<file path="config.mk">
export PLATFORM = sky130hd
export DESIGN_NAME = modbus_rtu_response_receiver
export DESIGN_NICKNAME = d
export VERILOG_FILES = /design/src/rtl/core/mrr_pkg.sv /design/src/rtl/core/modbus_rtu_response_receiver.sv /design/src/rtl/core/mrr_framer.sv /design/src/rtl/core/mrr_result_fifo.sv
export SDC_FILE = /design/constraint.sdc
export NUM_CORES = 1
export LEC_CHECK = 0
export ABC_AREA = 1
export BUFFER_PORTS_ARGS = -buffer_cell sky130_fd_sc_hd__buf_4
export CAP_MARGIN = 20
export CORE_MARGIN = 4
export CORE_UTILIZATION = 25
export DETAILED_ROUTE_END_ITERATION = 7
export HOLD_SLACK_MARGIN = 0.12
export PLACE_DENSITY = 0.48
export SLEW_MARGIN = 10
export SYNTH_ARGS = -nofsm -noshare
export SYNTH_HDL_FRONTEND = slang
export SYNTH_SLANG_ARGS = --single-unit
</file>
<file path="constraint.sdc">
create_clock -name clk_i -period 5.6 [get_ports clk_i]
set_input_delay 0.84 -clock clk_i [delete_from_list [all_inputs] [get_ports clk_i]]
set_output_delay 0.84 -clock clk_i [all_outputs]
set_load 0.03 [all_outputs]
</file>
<file path="src/rtl/core/mrr_pkg.sv">
package mrr_pkg;

  // Field widths
  localparam int unsigned TICK_W = 20;
  localparam int unsigned LEN_W  = 9;
  localparam int unsigned ATT_W  = 8;
  localparam int unsigned MAXR_W = 4;

  // Default frame limit, bytes including CRC
  localparam int unsigned MAX_FRAME_DEF = 256;

  // Input word types
  localparam logic [1:0] REQ_SENT = 2'd0;
  localparam logic [1:0] REQ_BYTE = 2'd1;
  localparam logic [1:0] REQ_TICK = 2'd2;

  // Result kinds
  localparam logic KIND_ECHO   = 1'b0;
  localparam logic KIND_STATUS = 1'b1;

  // Frame status codes
  localparam logic [2:0] ST_OK       = 3'd0;
  localparam logic [2:0] ST_BADCRC   = 3'd1;
  localparam logic [2:0] ST_RESEND   = 3'd2;
  localparam logic [2:0] ST_GIVEUP   = 3'd3;
  localparam logic [2:0] ST_OVERFLOW = 3'd4;

  // Configuration register indexes
  localparam logic [1:0] CFG_RESP_TO = 2'd0;
  localparam logic [1:0] CFG_IB_TO   = 2'd1;
  localparam logic [1:0] CFG_MAX_RES = 2'd2;

  // Configuration reset values
  localparam logic [TICK_W-1:0] RESP_TO_RST = 20'd500000;
  localparam logic [TICK_W-1:0] IB_TO_RST   = 20'd1563;
  localparam logic [MAXR_W-1:0] MAX_RES_RST = 4'd2;

  typedef struct packed {
    logic [TICK_W-1:0] resp_to;
    logic [TICK_W-1:0] ib_to;
    logic [MAXR_W-1:0] max_res;
  } cfg_t;

  typedef struct packed {
    logic             kind;
    logic [7:0]       data_byte;
    logic [2:0]       status;
    logic [LEN_W-1:0] frame_len;
    logic [7:0]       func_code;
    logic [ATT_W-1:0] next_attempt;
    logic             last;
  } result_t;

  // Results produced by one input word: count (0..2) and the words
  typedef struct packed {
    logic [1:0] cnt;
    result_t    r0;
    result_t    r1;
  } push_t;

  // Modbus CRC-16, reflected poly 0xA001, one byte
  function automatic logic [15:0] crc16_byte(input logic [15:0] crc, input logic [7:0] b);
    logic [15:0] c;
    c = crc ^ {8'h00, b};
    for (int n = 0; n < 8; n++) begin
      c = c[0] ? ((c >> 1) ^ 16'hA001) : (c >> 1);
    end
    return c;
  endfunction

endpackage

</file>
<file path="src/rtl/core/modbus_rtu_response_receiver.sv">
// Channel | Handshake                        | Payload
// --------+----------------------------------+----------------------------------------------
// in      | in_valid_i / in_ready_o          | req_type_i, rx_byte_i, attempt_i
// out     | out_valid_o / out_ready_i        | kind_o, data_byte_o, status_o, frame_len_o,
//         |                                  | func_code_o, next_attempt_o, last_o
// cfg     | cfg_we_i (no wait)               | cfg_idx_i, cfg_wdata_i
//
// An input word is registered, then handled by the framer: CRC byte step, length
// decode and tick compare are combinational, so one word per cycle while the queue has room.
// A word yields up to two result words; the output side drains one per cycle, while
// out_ready_i is high, from a three-entry result queue; a frame's last byte yields two.
// Reset loads the default timeouts and resend limit and empties the queue.
// The input register stalls only when the queue cannot take two more words.
module modbus_rtu_response_receiver #(
  parameter int unsigned MaxFrame = mrr_pkg::MAX_FRAME_DEF
) (
  input  logic                       clk_i,
  input  logic                       rst_ni,
  input  logic                       in_valid_i,
  output logic                       in_ready_o,
  input  logic [1:0]                 req_type_i,
  input  logic [7:0]                 rx_byte_i,
  input  logic [mrr_pkg::ATT_W-1:0]  attempt_i,
  output logic                       out_valid_o,
  input  logic                       out_ready_i,
  output logic                       kind_o,
  output logic [7:0]                 data_byte_o,
  output logic [2:0]                 status_o,
  output logic [mrr_pkg::LEN_W-1:0]  frame_len_o,
  output logic [7:0]                 func_code_o,
  output logic [mrr_pkg::ATT_W-1:0]  next_attempt_o,
  output logic                       last_o,
  input  logic                       cfg_we_i,
  input  logic [1:0]                 cfg_idx_i,
  input  logic [mrr_pkg::TICK_W-1:0] cfg_wdata_i
);
  import mrr_pkg::*;

  cfg_t             cfg_q;
  logic             in_valid_q;
  logic [1:0]       req_type_q;
  logic [7:0]       rx_byte_q;
  logic [ATT_W-1:0] attempt_q;
  logic             space;
  logic             fire;
  push_t            push;
  result_t          res;

  // Configuration registers
  always_ff @(posedge clk_i or negedge rst_ni) begin
    if (!rst_ni) begin
      cfg_q.resp_to <= RESP_TO_RST;
      cfg_q.ib_to   <= IB_TO_RST;
      cfg_q.max_res <= MAX_RES_RST;
    end else if (cfg_we_i) begin
      case (cfg_idx_i)
        CFG_RESP_TO: cfg_q.resp_to <= cfg_wdata_i;
        CFG_IB_TO:   cfg_q.ib_to   <= cfg_wdata_i;
        CFG_MAX_RES: cfg_q.max_res <= cfg_wdata_i[MAXR_W-1:0];
        default: ;
      endcase
    end
  end

  // Input register
  assign fire       = in_valid_q && space;
  assign in_ready_o = !in_valid_q || fire;

  always_ff @(posedge clk_i or negedge rst_ni) begin
    if (!rst_ni) begin
      in_valid_q <= 1'b0;
    end else if (in_ready_o) begin
      in_valid_q <= in_valid_i;
    end
  end

  always_ff @(posedge clk_i) begin
    if (in_valid_i && in_ready_o) begin
      req_type_q <= req_type_i;
      rx_byte_q  <= rx_byte_i;
      attempt_q  <= attempt_i;
    end
  end

  mrr_framer #(
    .MaxFrame(MaxFrame)
  ) u_framer (
    .clk_i     (clk_i),
    .rst_ni    (rst_ni),
    .fire_i    (fire),
    .req_type_i(req_type_q),
    .rx_byte_i (rx_byte_q),
    .attempt_i (attempt_q),
    .cfg_i     (cfg_q),
    .push_o    (push)
  );

  mrr_result_fifo u_fifo (
    .clk_i      (clk_i),
    .rst_ni     (rst_ni),
    .push_i     (push),
    .space_o    (space),
    .out_valid_o(out_valid_o),
    .out_ready_i(out_ready_i),
    .out_o      (res)
  );

  assign kind_o         = res.kind;
  assign data_byte_o    = res.data_byte;
  assign status_o       = res.status;
  assign frame_len_o    = res.frame_len;
  assign func_code_o    = res.func_code;
  assign next_attempt_o = res.next_attempt;
  assign last_o         = res.last;

endmodule

</file>
<file path="src/rtl/core/mrr_framer.sv">
module mrr_framer #(
  parameter int unsigned MaxFrame = mrr_pkg::MAX_FRAME_DEF
) (
  input  logic                      clk_i,
  input  logic                      rst_ni,
  input  logic                      fire_i,
  input  logic [1:0]                req_type_i,
  input  logic [7:0]                rx_byte_i,
  input  logic [mrr_pkg::ATT_W-1:0] attempt_i,
  input  mrr_pkg::cfg_t             cfg_i,
  output mrr_pkg::push_t            push_o
);
  import mrr_pkg::*;

  typedef enum logic [1:0] {
    PH_IDLE = 2'd0,
    PH_WAIT = 2'd1,
    PH_RECV = 2'd2
  } phase_e;

  phase_e            phase_q, phase_d;
  logic [LEN_W-1:0]  idx_q, idx_d;
  logic [LEN_W-1:0]  len_q, len_d;
  logic [7:0]        func_q, func_d;
  logic [15:0]       crc_q, crc_d;
  logic [TICK_W-1:0] tick_q, tick_d;
  logic [ATT_W-1:0]  att_q, att_d;

  logic [LEN_W-1:0]  idx_n, len_n;
  logic [7:0]        func_n;
  logic [15:0]       crc_n;
  logic [TICK_W-1:0] tick_n, limit;
  logic              res_ok;
  result_t           r0, r1;
  logic [1:0]        cnt;

  // Frame length from function code and third byte
  function automatic logic [LEN_W-1:0] length_for(input logic [7:0] fc, input logic [7:0] third);
    logic [LEN_W-1:0] l;
    if (fc[7]) begin
      l = LEN_W'(5);
    end else begin
      case (fc)
        8'd1, 8'd2, 8'd3, 8'd4:     l = LEN_W'(third) + LEN_W'(5);
        8'd5, 8'd6, 8'd15, 8'd16:   l = LEN_W'(8);
        default:                    l = LEN_W'(3);
      endcase
    end
    return l;
  endfunction

  // Byte path
  assign idx_n  = idx_q + LEN_W'(1);
  assign crc_n  = crc16_byte(crc_q, rx_byte_i);
  assign func_n = (idx_n == LEN_W'(2)) ? rx_byte_i : func_q;
  assign len_n  = (idx_n == LEN_W'(3)) ? length_for(func_q, rx_byte_i) : len_q;

  // Tick path
  assign tick_n = (tick_q != '1) ? tick_q + TICK_W'(1) : tick_q;
  assign limit  = (phase_q == PH_WAIT) ? cfg_i.resp_to : cfg_i.ib_to;
  assign res_ok = att_q < ATT_W'(cfg_i.max_res);

  // Next state and results
  always_comb begin
    phase_d = phase_q;
    idx_d   = idx_q;
    len_d   = len_q;
    func_d  = func_q;
    crc_d   = crc_q;
    tick_d  = tick_q;
    att_d   = att_q;
    r0      = '0;
    r1      = '0;
    cnt     = 2'd0;
    if (fire_i) begin
      case (req_type_i)
        REQ_SENT: begin
          idx_d  = '0;
          len_d  = LEN_W'(3);
          func_d = '0;
          crc_d  = 16'hFFFF;
          tick_d = '0;
          att_d  = attempt_i;
          if (attempt_i > ATT_W'(cfg_i.max_res)) begin
            phase_d   = PH_IDLE;
            r0.kind   = KIND_STATUS;
            r0.status = ST_GIVEUP;
            r0.last   = 1'b1;
            cnt       = 2'd1;
          end else begin
            phase_d = PH_WAIT;
          end
        end
        REQ_BYTE: begin
          if (phase_q != PH_IDLE) begin
            phase_d      = PH_RECV;
            tick_d       = '0;
            crc_d        = crc_n;
            idx_d        = idx_n;
            func_d       = func_n;
            len_d        = len_n;
            r0.kind      = KIND_ECHO;
            r0.data_byte = rx_byte_i;
            r1.kind      = KIND_STATUS;
            r1.frame_len = len_n - LEN_W'(2);
            r1.func_code = func_n;
            r1.last      = 1'b1;
            if (idx_n == LEN_W'(3) && len_n > LEN_W'(MaxFrame)) begin
              // length too big for the frame buffer
              phase_d   = PH_IDLE;
              r1.status = ST_OVERFLOW;
              cnt       = 2'd2;
            end else if (idx_n >= LEN_W'(3) && idx_n >= len_n) begin
              // frame complete, CRC over all bytes leaves zero when good
              phase_d   = PH_IDLE;
              r1.status = (crc_n == 16'h0000) ? ST_OK : ST_BADCRC;
              cnt       = 2'd2;
            end else begin
              r0.last = 1'b1;
              cnt     = 2'd1;
            end
          end
        end
        REQ_TICK: begin
          if (phase_q != PH_IDLE) begin
            if (tick_n < limit) begin
              tick_d = tick_n;
            end else begin
              phase_d      = PH_IDLE;
              tick_d       = '0;
              r0.kind      = KIND_STATUS;
              r0.func_code = func_q;
              r0.last      = 1'b1;
              cnt          = 2'd1;
              if (res_ok) begin
                r0.status       = ST_RESEND;
                r0.next_attempt = att_q + ATT_W'(1);
              end else begin
                r0.status = ST_GIVEUP;
              end
            end
          end
        end
        default: ;
      endcase
    end
  end

  assign push_o.cnt = cnt;
  assign push_o.r0  = r0;
  assign push_o.r1  = r1;

  // State registers
  always_ff @(posedge clk_i or negedge rst_ni) begin
    if (!rst_ni) begin
      phase_q <= PH_IDLE;
      idx_q   <= '0;
      len_q   <= LEN_W'(3);
      func_q  <= '0;
      crc_q   <= 16'hFFFF;
      tick_q  <= '0;
      att_q   <= '0;
    end else begin
      phase_q <= phase_d;
      idx_q   <= idx_d;
      len_q   <= len_d;
      func_q  <= func_d;
      crc_q   <= crc_d;
      tick_q  <= tick_d;
      att_q   <= att_d;
    end
  end

endmodule

</file>
<file path="src/rtl/core/mrr_result_fifo.sv">
module mrr_result_fifo (
  input  logic             clk_i,
  input  logic             rst_ni,
  input  mrr_pkg::push_t   push_i,
  output logic             space_o,
  output logic             out_valid_o,
  input  logic             out_ready_i,
  output mrr_pkg::result_t out_o
);
  import mrr_pkg::*;

  localparam int unsigned Depth = 3;

  result_t    mem_q [Depth];
  logic [1:0] rd_q, rd_d;
  logic [1:0] wr_q, wr_d;
  logic [1:0] cnt_q, cnt_d;
  logic [1:0] wr_nx;
  logic [1:0] cnt_left;
  logic       pop;

  function automatic logic [1:0] inc3(input logic [1:0] p);
    return (p == 2'(Depth - 1)) ? 2'd0 : p + 2'd1;
  endfunction

  assign pop         = out_valid_o && out_ready_i;
  assign out_valid_o = cnt_q != 2'd0;
  assign out_o       = mem_q[rd_q];
  assign cnt_left    = cnt_q - {1'b0, pop};
  // room for two words after this cycle's pop
  assign space_o     = cnt_left <= 2'd1;
  assign wr_nx       = inc3(wr_q);

  always_comb begin
    rd_d  = pop ? inc3(rd_q) : rd_q;
    cnt_d = cnt_left + push_i.cnt;
    case (push_i.cnt)
      2'd1:    wr_d = wr_nx;
      2'd2:    wr_d = inc3(wr_nx);
      default: wr_d = wr_q;
    endcase
  end

  // Pointers and count
  always_ff @(posedge clk_i or negedge rst_ni) begin
    if (!rst_ni) begin
      rd_q  <= '0;
      wr_q  <= '0;
      cnt_q <= '0;
    end else begin
      rd_q  <= rd_d;
      wr_q  <= wr_d;
      cnt_q <= cnt_d;
    end
  end

  // Storage
  always_ff @(posedge clk_i) begin
    if (push_i.cnt != 2'd0) begin
      mem_q[wr_q] <= push_i.r0;
    end
    if (push_i.cnt == 2'd2) begin
      mem_q[wr_nx] <= push_i.r1;
    end
  end

  a_no_overflow: assert property (@(posedge clk_i) disable iff (!rst_ni)
    push_i.cnt != 2'd0 |-> ({1'b0, cnt_left} + {1'b0, push_i.cnt}) <= 3'(Depth))
    else $error("result queue overflow");

  a_status_last: assert property (@(posedge clk_i) disable iff (!rst_ni)
    out_valid_o && out_o.kind == KIND_STATUS |-> out_o.last)
    else $error("status word not marked last");

  a_hold: assert property (@(posedge clk_i) disable iff (!rst_ni)
    out_valid_o && !out_ready_i |=> out_valid_o && $stable(rd_q))
    else $error("stalled result word moved");

endmodule
</file>
Yosys cells after proc, flatten, opt, wreduce, memory -nomap -nowiden
Memory sizes are Yosys's and may differ from the RTL's.
Index checks and enable logic that the tools add are counted.
- bits in registers: 141
- memory bits (writable): 114
- output and inout bits: 40
- memories kept: 1
- memories (memory ; depth ; width ; rd ports ; clocked after memory_dff ; wr ports ; RTL line ; text):
    u_fifo.mem_q ; 3 ; 38 ; 1 ; 0 ; 2 ; mrr_result_fifo.sv:14 ; result_t mem_q [Depth];
- add/sub/neg operators: 10
- $lt $le $gt $ge: 7
- equal/unequal tests: 24
- mux-type cells: 79
- bitwise logic cells: 9
- reductions and logical operators: 25
- operator list (kind ; count):
    $mux W16 ; 10
    $mux W20 ; 8
    $pmux W20 S3 ; 1
    $pmux W9 S2 ; 3
    $mux W17 ; 3
    $mux W8 ; 5
    $mux W9 ; 4
    $pmux W16 S2 ; 1
    $mux W2 ; 15
    $eq A8 B3 Y1 const B ; 3
    $not A2 Y3 ; 8
    $add A20 B1 Y20 const B ; 1
    $lt A20 B20 Y1 ; 1
    $ne A20 B20 Y1 const B ; 1
    $eq A9 B2 Y1 const B ; 2
    $mux W1 ; 18
    $eq A8 B2 Y1 const B ; 2
    $logic_not A16 Y1 ; 1
    $pmux W8 S2 ; 1
    $xor A16 B8 Y16 ; 1
    $eq A2 B2 Y1 const B ; 6
    $mux W12 ; 1
    $pmux W2 S3 ; 2
    $reduce_bool A2 Y1 ; 5
    other kinds (33) ; 51

Depth between registers and ports, before layout
Gate-level depths: netlist of the first run.
- word-level depth: 24
- gate-level depth with buffers: 30
- gate-level depth less buffers: 29

Cells and area by module
Synthesis of the first run repeated with hierarchy kept, for this count alone.
- cell total of the unflattened synthesis: 1658
- area, all modules: 14337.5 um2
- by module, submodules not included (module ; instances ; cells each ; area each (um2)):
    mrr_framer ; 1 ; 810 ; 6102.1
    mrr_result_fifo ; 1 ; 625 ; 5840.6
    modbus_rtu_response_receiver ; 1 ; 223 ; 2394.8

Worst setup path after synthesis of the first run
No wires, ideal clock.
- kind: flip-flop to flip-flop
- from: register u_framer.idx_q[0]
- to: memory u_fifo.mem_q[2][30] in the netlist's numbering
- setup time: 0.129 ns
- arrival: 4.857 ns
- path slack: 0.614 ns
- stages on the path, launching flop included: 30
- buffers on the path: 1
- cell sequence: dfrtp_1 ha_1 nand2_1 nor2_2 nand2_1 nand2_1 nand2_2 nor2_4 nand3_4 nor4_2 inv_1 nand2_1 inv_1 ha_1 nand2_1 nor2_1 nand2_1 o2111ai_1 o21ai_0 nand3_2 nand2_2 nand2_2 ha_1 nor3_1 inv_1 nand2_1 inv_1 clkbuf_1 nand2_1 o21ai_0
- RTL lines (item ; RTL line ; text):
    start, declared ; mrr_framer.sv:22 ; logic [LEN_W-1:0] idx_q, idx_d;
    start signal, assigned ; mrr_framer.sv:165 ; idx_q <= idx_d;
    end, declared ; mrr_result_fifo.sv:14 ;

==> reports/metrics.cfg, run 1 <==
[run_status]
status = complete, no violations

[power_and_ir_drop]
power_frac_comb = 0.457
ir_drop_uv = 253.6
clockPowerShare = 0.222
swShare = 0.4237
power.internal_mw = 4.954
power_leakage_nw = 6.838
seq_power_share = 0.321
power_switching_mw = 3.643
powerDensity_mw_per_mm2 = 550.2

[drt]
ant_nets = 0
first_pass_iters = 5
met3WireLength_um = 1712
num_vias = 10545
drc = 0
wl_per_cell_um = 15.41
drt_iter0_drc = 606
wl_met2_um = 15940
routed.top_layer = met4
met1_length_um = 17070
via_per_inst = 4.559
drt_wl_total_um = 35640

[die]
start_util = 0.2548
std_cell_rows = 83
core_region_area_mm2 = 0.05172
io_pins = 85
fp.dieArea_mm2 = 0.05645
die_h_um = 237.6
die_w_um = 237.6

[yosys]
synth.yosys.seq_area_share = 0.4986
synth_ff_type = dfrtp_1
synth-edff-count = 81
synth_top_cells_by_area = edfxtp_1 18%, dfrtp_1 17%, nand2_1 9.2%
syn_area_per_cell_um2 = 8.642
synthDistinctLibCells = 53
synth_warnings = 0
synth.cell_area_mm2 = 0.01318
async_flop_share = 0.4824
netlist_instances = 1525
synth.ff_latch_count = 255
synth_top_area_share = 0.1846
syn_nets = 1621
yosysTopAreaCell = edfxtp_1

[cts]
clk_pin_slew_ns = 0.05
clockBufferDepth = 3
htreeDepth = 1
cts-hold-fix-buffers = 0
root_buffer = clkbuf_16
numCtsBuffers = 30
clock-sinks = 255
cts_tree = built
clock_latency_ns = 0.57
cts_setup_buffers = 0

[timing]
fin_setup_tns_ns = 0
finalCritPeriodShare = 0.9001
setup_viol = 0
drv_slew = 0
slew_headroom = 0.3926
worstMarginPinSlew_ns = 0.9089
rsz0062_at_grt = no
period_minus_slack_ns = 5.041
fmax_mhz = 198.4
finClkSkew_ns = 0.01613
hold_viol_final = 0

[critical_path]
worst_setup_path_end_kind = flop
critical_path_class = flop to flop
cp.arrival_ns = 5.27
cp_max_fo = 24
cp-start-kind = flop
r2r_slack_ns = 0.56
cp.required_ns = 5.83

[final_layout]
fin_nets = 1705
final_common_cell = nand2_1
diodes = 0
area_growth_pct = 18.56
drive_above_1_share = 0.1537
final_cell_area_mm2 = 0.01563
final_cell_mix = 323 x nand2_1, 201 x inv_1, 139 x o21ai_0
fillers = 5531

[global_routing]
grt_pass1_vias = 10413
grt_first_pass_wirelength_um = 57010
grt_max_degree = 52
overflow = 0
antenna_found_initial = 0
grt_usage = 0.1238

[placement]
dp_hpwl_um = 25310
port_buffers = 84
gp_congestion = 0.8013
dpl_cell_area_mm2 = 0.01464

[hold_path]
hold_class = input port to async pin

[job]
drv_cap = 0

==> sequential cells by signal, summed over array words and instances (netlist names), 8 cells and up <==
register	flops
u_fifo.mem_q	114
cfg_q	44
u_framer.tick_q	20
u_framer.crc_q	16
u_framer.idx_q	9
u_framer.len_q	9
attempt_q	8
rx_byte_q	8
u_framer.att_q	8
u_framer.func_q	8
==> metrics by stage <==
step / hold slack, ns / util / total power, mW / setup WS, ns / instances
after detailed placement: 0.4216 / 0.2831 / 6.758 / 0.2729 / 2257
final: 0.2506 / 0.3021 / 8.597 / 0.5594 / 2313
after floorplan: 0.4086 / - / 5.535 / 0.6142 / 1525
after global placement: 0.4181 / 0.2831 / 6.711 / 0.3616 / 2257
after CTS: 0.2507 / 0.3018 / 8.713 / 0.2682 / 2313
after global routing: 0.2779 / 0.3021 / 9.269 / 0.002661 / 2313
==> worst max-delay path, stage by stage, from the launching register on <==
cell and delay (ns):
dfrtp_1 0.50, ha_1 0.24, nand2_1 0.09, nor2_2 0.14, nand2_1 0.07, nand2_1 0.07
nand2_2 0.10, nor2_4 0.18, nand3_4 0.16, nor4_2 0.34, inv_1 0.08, nand2_1 0.11
inv_1 0.06, ha_1 0.31, nand2_1 0.08, nor2_1 0.05, nand2_1 0.06, o2111ai_1 0.09
o21ai_1 0.40, nand3_2 0.13, nand2_2 0.13, nand2_2 0.08, ha_1 0.22, nor3_1 0.29
inv_1 0.26, nand2_1 0.14, buf_4 0.33
==> layout make-up <==
type | count | area (µm²) | share of cell area
clock buffer | 50 | 910.9 | 0.05830
clock inverter | 6 | 57.56 | 0.003684
inverter | 209 | 784.5 | 0.05021
multi-input combinational | 1002 | 5613 | 0.3592
sequential | 255 | 6571 | 0.4206
tap | 680 | 850.8 | 0.05445
timing repair buffer | 111 | 837.1 | 0.05357
==> synth_stat cells (3+ instances only) <==
master      n
nand3_2     3
nand2_1   324
nand3_1   100
buf_2       7
nor4_1      5
xnor2_1    18
o211ai_1   27
inv_2       7
dfstp_2    32
xor2_1     25
o21a_1      3
inv_1     201
o22a_1      5
o21ai_1     8
nand2_4     8
dfrtp_1    91
ha_1       51
o21ai_0   140
nand2_2    20
edfxtp_1   81
o22ai_1    36
mux2i_1    19
buf_1       6
o221ai_1   13
clkbuf_1   45
or2_2       5
nor2_2      4
nor2_4      4
a21oi_1    38
nand4_1    14
nor3_1     20
dfxtp_1    51
nor2_1     90
==> power groups by stage <==
stage	Combinational, mW	Sequential [mW]	Clock, mW
global placement	3.93	2.78	0
detailed placement	3.97	2.79	0
CTS	3.98	2.76	1.97
global route	4.40	2.83	2.05
floorplan	2.83	2.70	0
finish	3.93	2.76	1.91
==> logic make-up after synthesis <==
logic type               count (synthesis)  share of synthesized area
flip-flops                             255                     0.4986
buffers and inverters                  268                    0.07728
AND/OR/NAND/NOR                        607                     0.2085
AO/OA/AOI/OAI                          281                     0.1233
XOR/XNOR                                43                    0.02858
multiplexers                            20                    0.01529
adder cells (fa/ha/maj)                 51                    0.04842
==> path summary, 6_finish.rpt <==
kind	start	end	depth (start not counted)
setup / recovery	u_framer.idx_q[0]$_DFFE_PN0P_	u_fifo.mem_q[2][14]$_DFFE_PP_	26
hold / removal	rst_ni	cfg_q[16]$_DFFE_PN0P_	1
setup reg to reg	u_framer.idx_q[0]$_DFFE_PN0P_	u_fifo.mem_q[2][14]$_DFFE_PP_	26
hold reg to reg	u_fifo.mem_q[2][6]$_SDFFE_PP0N_	u_fifo.mem_q[2][6]$_SDFFE_PP0N_	2
max in group asynchronous	rst_ni	u_framer.tick_q[7]$_DFFE_PN0P_	2
min in group clk_i	u_fifo.mem_q[2][6]$_SDFFE_PP0N_	u_fifo.mem_q[2][6]$_SDFFE_PP0N_	2
==> per-layer routing <==
metal / GRT usage / vias up
met3: 0.01903 / 54
li1: - / 5249
met5: 0 / -
met2: 0.1986 / 239
met4: 0.03592 / 0
met1: 0.1735 / 5003
==> repair_timing <==
item,in CTS,in global routing
endpoints found under the hold margin,0,0
resized for setup,0,5
endpoints found under the setup margin,0,74
Power figures use the tool's default switching activity.
==> run 2, diff against run 1 <==
Settings changed: CORE_UTILIZATION 25 to 50, PLACE_DENSITY 0.48 to 0.76.
==> run 2 against run 1 <==
Sequential power about the same. Die area down 49%. Clock skew down 0.0023 ns. Largest power group unchanged. Clock power down 12%. Maximum frequency down 0.79%. Final area down 3.2%. Routed wire length down 12%. Sequential cell count unchanged. Clock-buffer cell count down 12.
==> reports/metrics.cfg, run 2 (synthesis results as in run 1) <==
[global_routing]
grt_max_degree = 79  ; +52%
overflow = 0  ; unchanged
antenna_found_initial = 0  ; unchanged
grt_first_pass_wirelength_um = 51790  ; -9.1%
grt_usage = 0.2163  ; +0.09257
grt_pass1_vias = 10416  ; +0.029%

[placement]
port_buffers = 84  ; unchanged
dp.cells = 1905  ; -16%
dp_hpwl_um = 21980  ; -13%
gp_congestion = 0.9039  ; +13%
dpl_cell_area_mm2 = 0.01419  ; -3.1%

[power_and_ir_drop]
powerDensity_mw_per_mm2 = 553.8  ; +0.65%
ir_drop_uv = 504.7  ; +99%
power_leakage_nw = 6.798  ; -0.59%
finalPower_mw = 8.379  ; -2.5%

[cts]
cts-hold-fix-buffers = 0  ; unchanged
root_buffer = clkbuf_16
clockBufferDepth = 3  ; unchanged
clk_pin_slew_ns = 0.06  ; about the same
clock-sinks = 255  ; unchanged
cts_tree = built
htreeDepth = 1  ; unchanged
clock_latency_ns = 0.54  ; -0.03 ns
numCtsBuffers = 27  ; -10%

[drt]
ant_nets = 0  ; unchanged
wl_met2_um = 14420  ; -9.5%
wl_per_cell_um = 16.07  ; +4.3%
routed.top_layer = met4
met1_length_um = 13730  ; -20%
first_pass_iters = 5  ; unchanged
via_per_inst = 5.459  ; +20%
drt_iter0_drc = 971  ; +60%
met3WireLength_um = 2544  ; +49%
num_vias = 10694  ; +1.4%
drt_wl_total_um = 31480  ; -12%
drc = 0  ; unchanged

[timing]
worstMarginPinSlew_ns = 0.8607  ; -0.04825 ns
finClkSkew_ns = 0.01379  ; -0.002346 ns
hold_viol_final = 0  ; unchanged
finalCritPeriodShare = 0.9072  ; +0.007133
fmax_mhz = 196.8  ; -0.79%
slew_headroom = 0.4262  ; +0.03363
rsz0062_at_grt = no
drv_slew = 0  ; unchanged
fin_setup_tns_ns = 0  ; unchanged
period_minus_slack_ns = 5.081  ; +0.03995 ns
setup_viol = 0  ; unchanged

[final_layout]
drive_above_1_share = 0.1515  ; -0.002227
largest_register_ffs = 114  ; unchanged
utilization = 0.5822  ; +0.2801
area_growth_pct = 14.80
fin_nets = 1700  ; -0.29%
final_cell_count_no_fill = 1959  ; -15%
final_cell_mix = 323 x nand2_1, 200 x inv_1, 139 x o21ai_0
largest-register = u_fifo.mem_q
final_common_cell = nand2_1
diodes = 0  ; unchanged
top_regs = u_fifo.mem_q x114, cfg_q x44, u_framer.tick_q x20
final_cell_area_mm2 = 0.01513  ; -3.2%

[critical_path]
cp-start-kind = flop
worst_setup_path_end_kind = flop
cpPeakStageDelay_ns = 0.41  ; -0.09 ns
cp.arrival_ns = 5.51  ; +0.24 ns
critical_path_class = flop to flop
crit_path_top_delay_cell = dfrtp_1
crit_path_frequent_cell = nand2_1
cp.required_ns = 6.03  ; +0.20 ns
cp_max_fo = 27  ; +13%

[die]
die_w_um = 170.4  ; -28%
fp.dieArea_mm2 = 0.02902  ; -49%
io_pins = 85  ; unchanged
die_h_um = 170.4  ; -28%
start_util = 0.5072  ; +0.2523
core_region_area_mm2 = 0.02598  ; -50%
std_cell_rows = 59  ; -29%

[run_status]
status = complete, no violations

[hold_path]
hold_class = input port to async pin

[job]
drv_cap = 0  ; unchanged

==> run 2: per-layer routing <==
| metal | GRT usage | vias to the layer above |
|---|---|---|
| met3 | 0.04321 | 72 |
| met2 | 0.3473 | 377 |
| met5 | 0 | - |
| met1 | 0.2978 | 5005 |
| li1 | - | 5240 |
| met4 | 0.06771 | 0 |
==> run 2: layout make-up <==
type | count | area (µm²)
Multi-Input combinational cell | 1002 | 5617
Clock buffer | 38 | 768.2
Fill cell | 2248 | 10860
Inverter | 209 | 788.3
Sequential cell | 255 | 6571
Timing Repair Buffer | 109 | 902.1
Clock inverter | 11 | 63.81
Tap cell | 335 | 419.2
==> run 2: through the flow <==
stage               worst slack, ns  hold slack [ns]
floorplan                    0.6142           0.4086
global placement             0.4581           0.4179
detailed placement           0.2222           0.4223
CTS                          0.2039           0.4347
global route                0.05682           0.2139
finish                       0.5194           0.2052
==> run 2: final timing paths <==
kind                                                  from  cells past startpoint  slack (ns)                               to
setup / recovery            u_framer.tick_q[0]$_DFFE_PN0P_                     30        0.52  u_fifo.mem_q[1][2]$_SDFFE_PP0N_
hold / removal                                      rst_ni                      1        0.21    u_framer.len_q[5]$_DFFE_PN0P_
setup reg to reg            u_framer.tick_q[0]$_DFFE_PN0P_                     30        0.52  u_fifo.mem_q[1][2]$_SDFFE_PP0N_
hold reg to reg            u_fifo.mem_q[2][8]$_SDFFE_PP0N_                      2        0.44  u_fifo.mem_q[2][8]$_SDFFE_PP0N_
max in group asynchronous                           rst_ni                      3        4.13  u_framer.tick_q[18]$_DFFE_PN0P_
min in group clk_i         u_fifo.mem_q[2][8]$_SDFFE_PP0N_                      2        0.44  u_fifo.mem_q[2][8]$_SDFFE_PP0N_
==> run 2: power breakdown <==
| group | switching, mW | internal, mW |
|---|---|---|
| sequential | 0.310 | 2.47 |
| combinational | 2.56 | 1.36 |
| clock | 0.728 | 0.956 |
| total | 3.59 | 4.78 |
==> run 2: critical path, delay by kind of cell, from the launching register on <==
family / cells / cell delay (ns)
AOI/OAI and AO/OA: 4 / 0.60
xor gates and xnor gates: 1 / 0.20
adders and majority gates: 3 / 0.64
buffers and inverters: 6 / 0.76
DFF: 1 / 0.41
and+or+nand+nor: 16 / 2.38
==> run 2: repair_timing <==
action | CTS | global route
buffers inserted | 0 | 2
resized for setup | 0 | 6
endpoints found under the hold margin | 0 | 0
endpoints found under the setup margin | 0 | 74
==> run 3, diff against run 2 <==
Settings changed: CTS_BUF_LIST from default to sky130_fd_sc_hd__clkbuf_16, CTS_CLUSTER_DIAMETER from default to 100, TNS_END_PERCENT from default to 50.
==> run 3 against run 2 <==
Routed wire length about the same. Critical path depth unchanged. Non-clock buffer count unchanged. Total power shrank 0.65%. Utilization shrank 0.12 points. Clock power down 3%. Maximum frequency shrank 0.46%. Clock skew barely moved. Largest power group unchanged. Setup slack got worse by 0.024 ns. Final area down 0.20%. Via count is 0.17% lower. Global-route usage barely moved.
==> reports/metrics.cfg, run 3 (synthesis results as in run 1) <==
[run_status]
status = complete, no violations

[die]
io_pins = 85  ; unchanged
core_region_area_mm2 = 0.02598  ; unchanged
fp.dieArea_mm2 = 0.02902  ; unchanged
die_h_um = 170.4  ; unchanged
start_util = 0.5072  ; unchanged
die_w_um = 170.4  ; unchanged
std_cell_rows = 59  ; unchanged

[critical_path]
crit_path_top_delay_cell = dfrtp_1
cp_max_fo = 27  ; unchanged
r2r-end = u_fifo.mem_q[1][2]$_SDFFE_PP0N_
r2r_start = u_framer.tick_q[0]$_DFFE_PN0P_
cpPeakStageDelay_ns = 0.41  ; about the same
worst_setup_path_end_kind = flop
crit_path_frequent_cell = nand2_1
critical_path_class = flop to flop
r2r_slack_ns = 0.50  ; -0.02 ns
cp.required_ns = 6.03  ; about the same
startpoint = u_framer.tick_q[0]$_DFFE_PN0P_
cp.arrival_ns = 5.53  ; +0.02 ns
cp-start-kind = flop
reg2reg_depth = 30  ; unchanged
crit_path_end = u_fifo.mem_q[1][2]$_SDFFE_PP0N_

[global_routing]
overflow = 0  ; unchanged
antenna_found_initial = 0  ; unchanged
grt_usage = 0.2159  ; -0.0004553
grt_pass1_vias = 10399  ; -0.16%
grt_first_pass_wirelength_um = 51670  ; -0.23%
grt_max_degree = 79  ; unchanged

[drt]
ant_nets = 0  ; unchanged
wl_per_cell_um = 16.06  ; about the same
drt_iter0_drc = 957  ; -1.4%
num_vias = 10676  ; -0.17%
via_per_inst = 5.450  ; -0.17%
first_pass_iters = 5  ; unchanged
drc = 0  ; unchanged
drt_wl_total_um = 31460  ; about the same

[final_layout]
fillers = 2249  ; +0.044%
final_cell_mix = 323 x nand2_1, 207 x inv_1, 139 x o21ai_0
top_regs = u_fifo.mem_q x114, cfg_q x44, u_framer.tick_q x20
largest-register = u_fifo.mem_q
area_growth_pct = 14.57
largest_register_ffs = 114  ; unchanged
drive_above_1_share = 0.1496  ; -0.001847
diodes = 0  ; unchanged
final_common_cell = nand2_1
fin_nets = 1700  ; unchanged
final_cell_count_no_fill = 1959  ; unchanged

[placement]
dp_slack_ns = 0.2222  ; unchanged
gp_congestion = 0.9039  ; unchanged
dp.cells = 1905  ; unchanged
dp_hpwl_um = 21980  ; unchanged
port_buffers = 84  ; unchanged

[timing]
period_minus_slack_ns = 5.104  ; +0.02371 ns
fmax_mhz = 195.9  ; -0.46%
slew_headroom = 0.4150  ; -0.01119
finalWorstSetupSlack_ns = 0.4957  ; -0.02371 ns
rsz0062_at_grt = no
finClkSkew_ns = 0.01340  ; -0.0003875 ns
hold_viol_final = 0  ; unchanged
drv_slew = 0  ; unchanged
setup_viol = 0  ; unchanged
finalCritPeriodShare = 0.9115  ; +0.004234
worstMarginPinSlew_ns = 0.8775  ; +0.01678 ns
fin_setup_tns_ns = 0  ; unchanged
holdWs_ns = 0.2062  ; +0.0009500 ns

[power_and_ir_drop]
power_switching_mw = 3.595  ; about the same
power_frac_comb = 0.471  ; +0.003
finalPower_mw = 8.324  ; -0.65%
seq_power_share = 0.333  ; +0.002
power.internal_mw = 4.729  ; -1.1%
clockPowerShare = 0.196  ; -0.005
power_leakage_nw = 6.810  ; +0.18%
powerDensity_mw_per_mm2 = 551.3  ; -0.45%
ir_drop_uv = 508.3  ; +0.71%
swShare = 0.4318  ; +0.002791

[cts]
numCtsBuffers = 27  ; unchanged
clock_latency_ns = 0.54  ; about the same
clock-sinks = 255  ; unchanged
clockBufferDepth = 3  ; unchanged
htreeDepth = 1  ; unchanged
cts_tree = built
clk_pin_slew_ns = 0.06  ; about the same
cts-hold-fix-buffers = 0  ; unchanged
root_buffer = clkbuf_16

[hold_path]
hold_class = input port to async pin

[job]
drv_cap = 0  ; unchanged

-- run 3: cell count changes in the layout (fill, tap and decap cells not counted) --
| cell | previous run | this run |
|---|---|---|
| clkbuf_1 | 7 | 0 |
| clkbuf_8 | 3 | 0 |
| clkinv_1 | 2 | 5 |
| inv_1 | 200 | 207 |
-- run 3: area by class of cell --
class	count	area, µm²	share of cell area
flip-flops and latches	255	6571	0.4352
repair buffers	109	902.1	0.05974
clock inverters	21	101.3	0.006712
clock buffers	28	700.7	0.04640
inverters	209	788.3	0.05220
well taps	335	419.2	0.02776
multi-input cells	1002	5617	0.3720
-- run 3: critical path: cells and delay by family (launching register included) --
family	cells	cell delay [ns]
fa+ha+maj	3	0.64
simple gates	16	2.38
buf+inv	6	0.77
flops	1	0.41
compound gates	4	0.60
xor+xnor	1	0.19
-- run 3: metal layers --
| metal | wire [µm] | track usage | vias up | share of wire |
|---|---|---|---|---|
| li1 | - | - | 5244 | - |
| met1 | 13730 | 0.2981 | 4967 | 0.44 |
| met2 | 14390 | 0.3468 | 389 | 0.46 |
| met3 | 2523 | 0.04204 | 76 | 0.080 |
| met4 | 817 | 0.06667 | 0 | 0.026 |
| met5 | 0 | 0 | - | 0 |
-- run 3: repair_timing --
item | in CTS | in global routing
gates resized for setup | 0 | 6
buffers inserted | 0 | 2
setup endpoints to repair | 0 | 74
-- run 3: power by group through the flow --
stage / Sequential [mW] / Clock (mW) / Combinational, mW
2_1_floorplan: 2.70 / 0 / 2.83
3_3_place_gp: 2.78 / 0 / 3.78
3_5_place_dp: 2.80 / 0 / 3.86
4_1_cts: 2.77 / 1.66 / 3.88
5_1_grt: 2.83 / 1.74 / 4.33
6_report: 2.78 / 1.63 / 3.92
-- run 3: through the flow --
stage	util	area (µm²)
2_1_floorplan	-	13180
3_3_place_gp	0.5455	14170
3_5_place_dp	0.5461	14190
4_1_cts	0.5769	14990
5_1_grt	0.5811	15100
6_report	0.5811	15100
-- run 3: worst min-delay path by stage --
stage / start / endpoint / cells after the start
2_1_floorplan: u_fifo.mem_q[2][6]$_SDFFE_PP0N_ / u_fifo.mem_q[2][6]$_SDFFE_PP0N_ / 2
3_3_place_gp: u_fifo.mem_q[2][7]$_SDFFE_PP0N_ / u_fifo.mem_q[2][7]$_SDFFE_PP0N_ / 2
3_5_place_dp: u_fifo.mem_q[2][6]$_SDFFE_PP0N_ / u_fifo.mem_q[2][6]$_SDFFE_PP0N_ / 2
4_1_cts: u_fifo.mem_q[2][8]$_SDFFE_PP0N_ / u_fifo.mem_q[2][8]$_SDFFE_PP0N_ / 2
5_1_grt: rst_ni / u_framer.len_q[4]$_DFFE_PN0P_ / 1
6_report: rst_ni / u_framer.len_q[5]$_DFFE_PN0P_ / 1
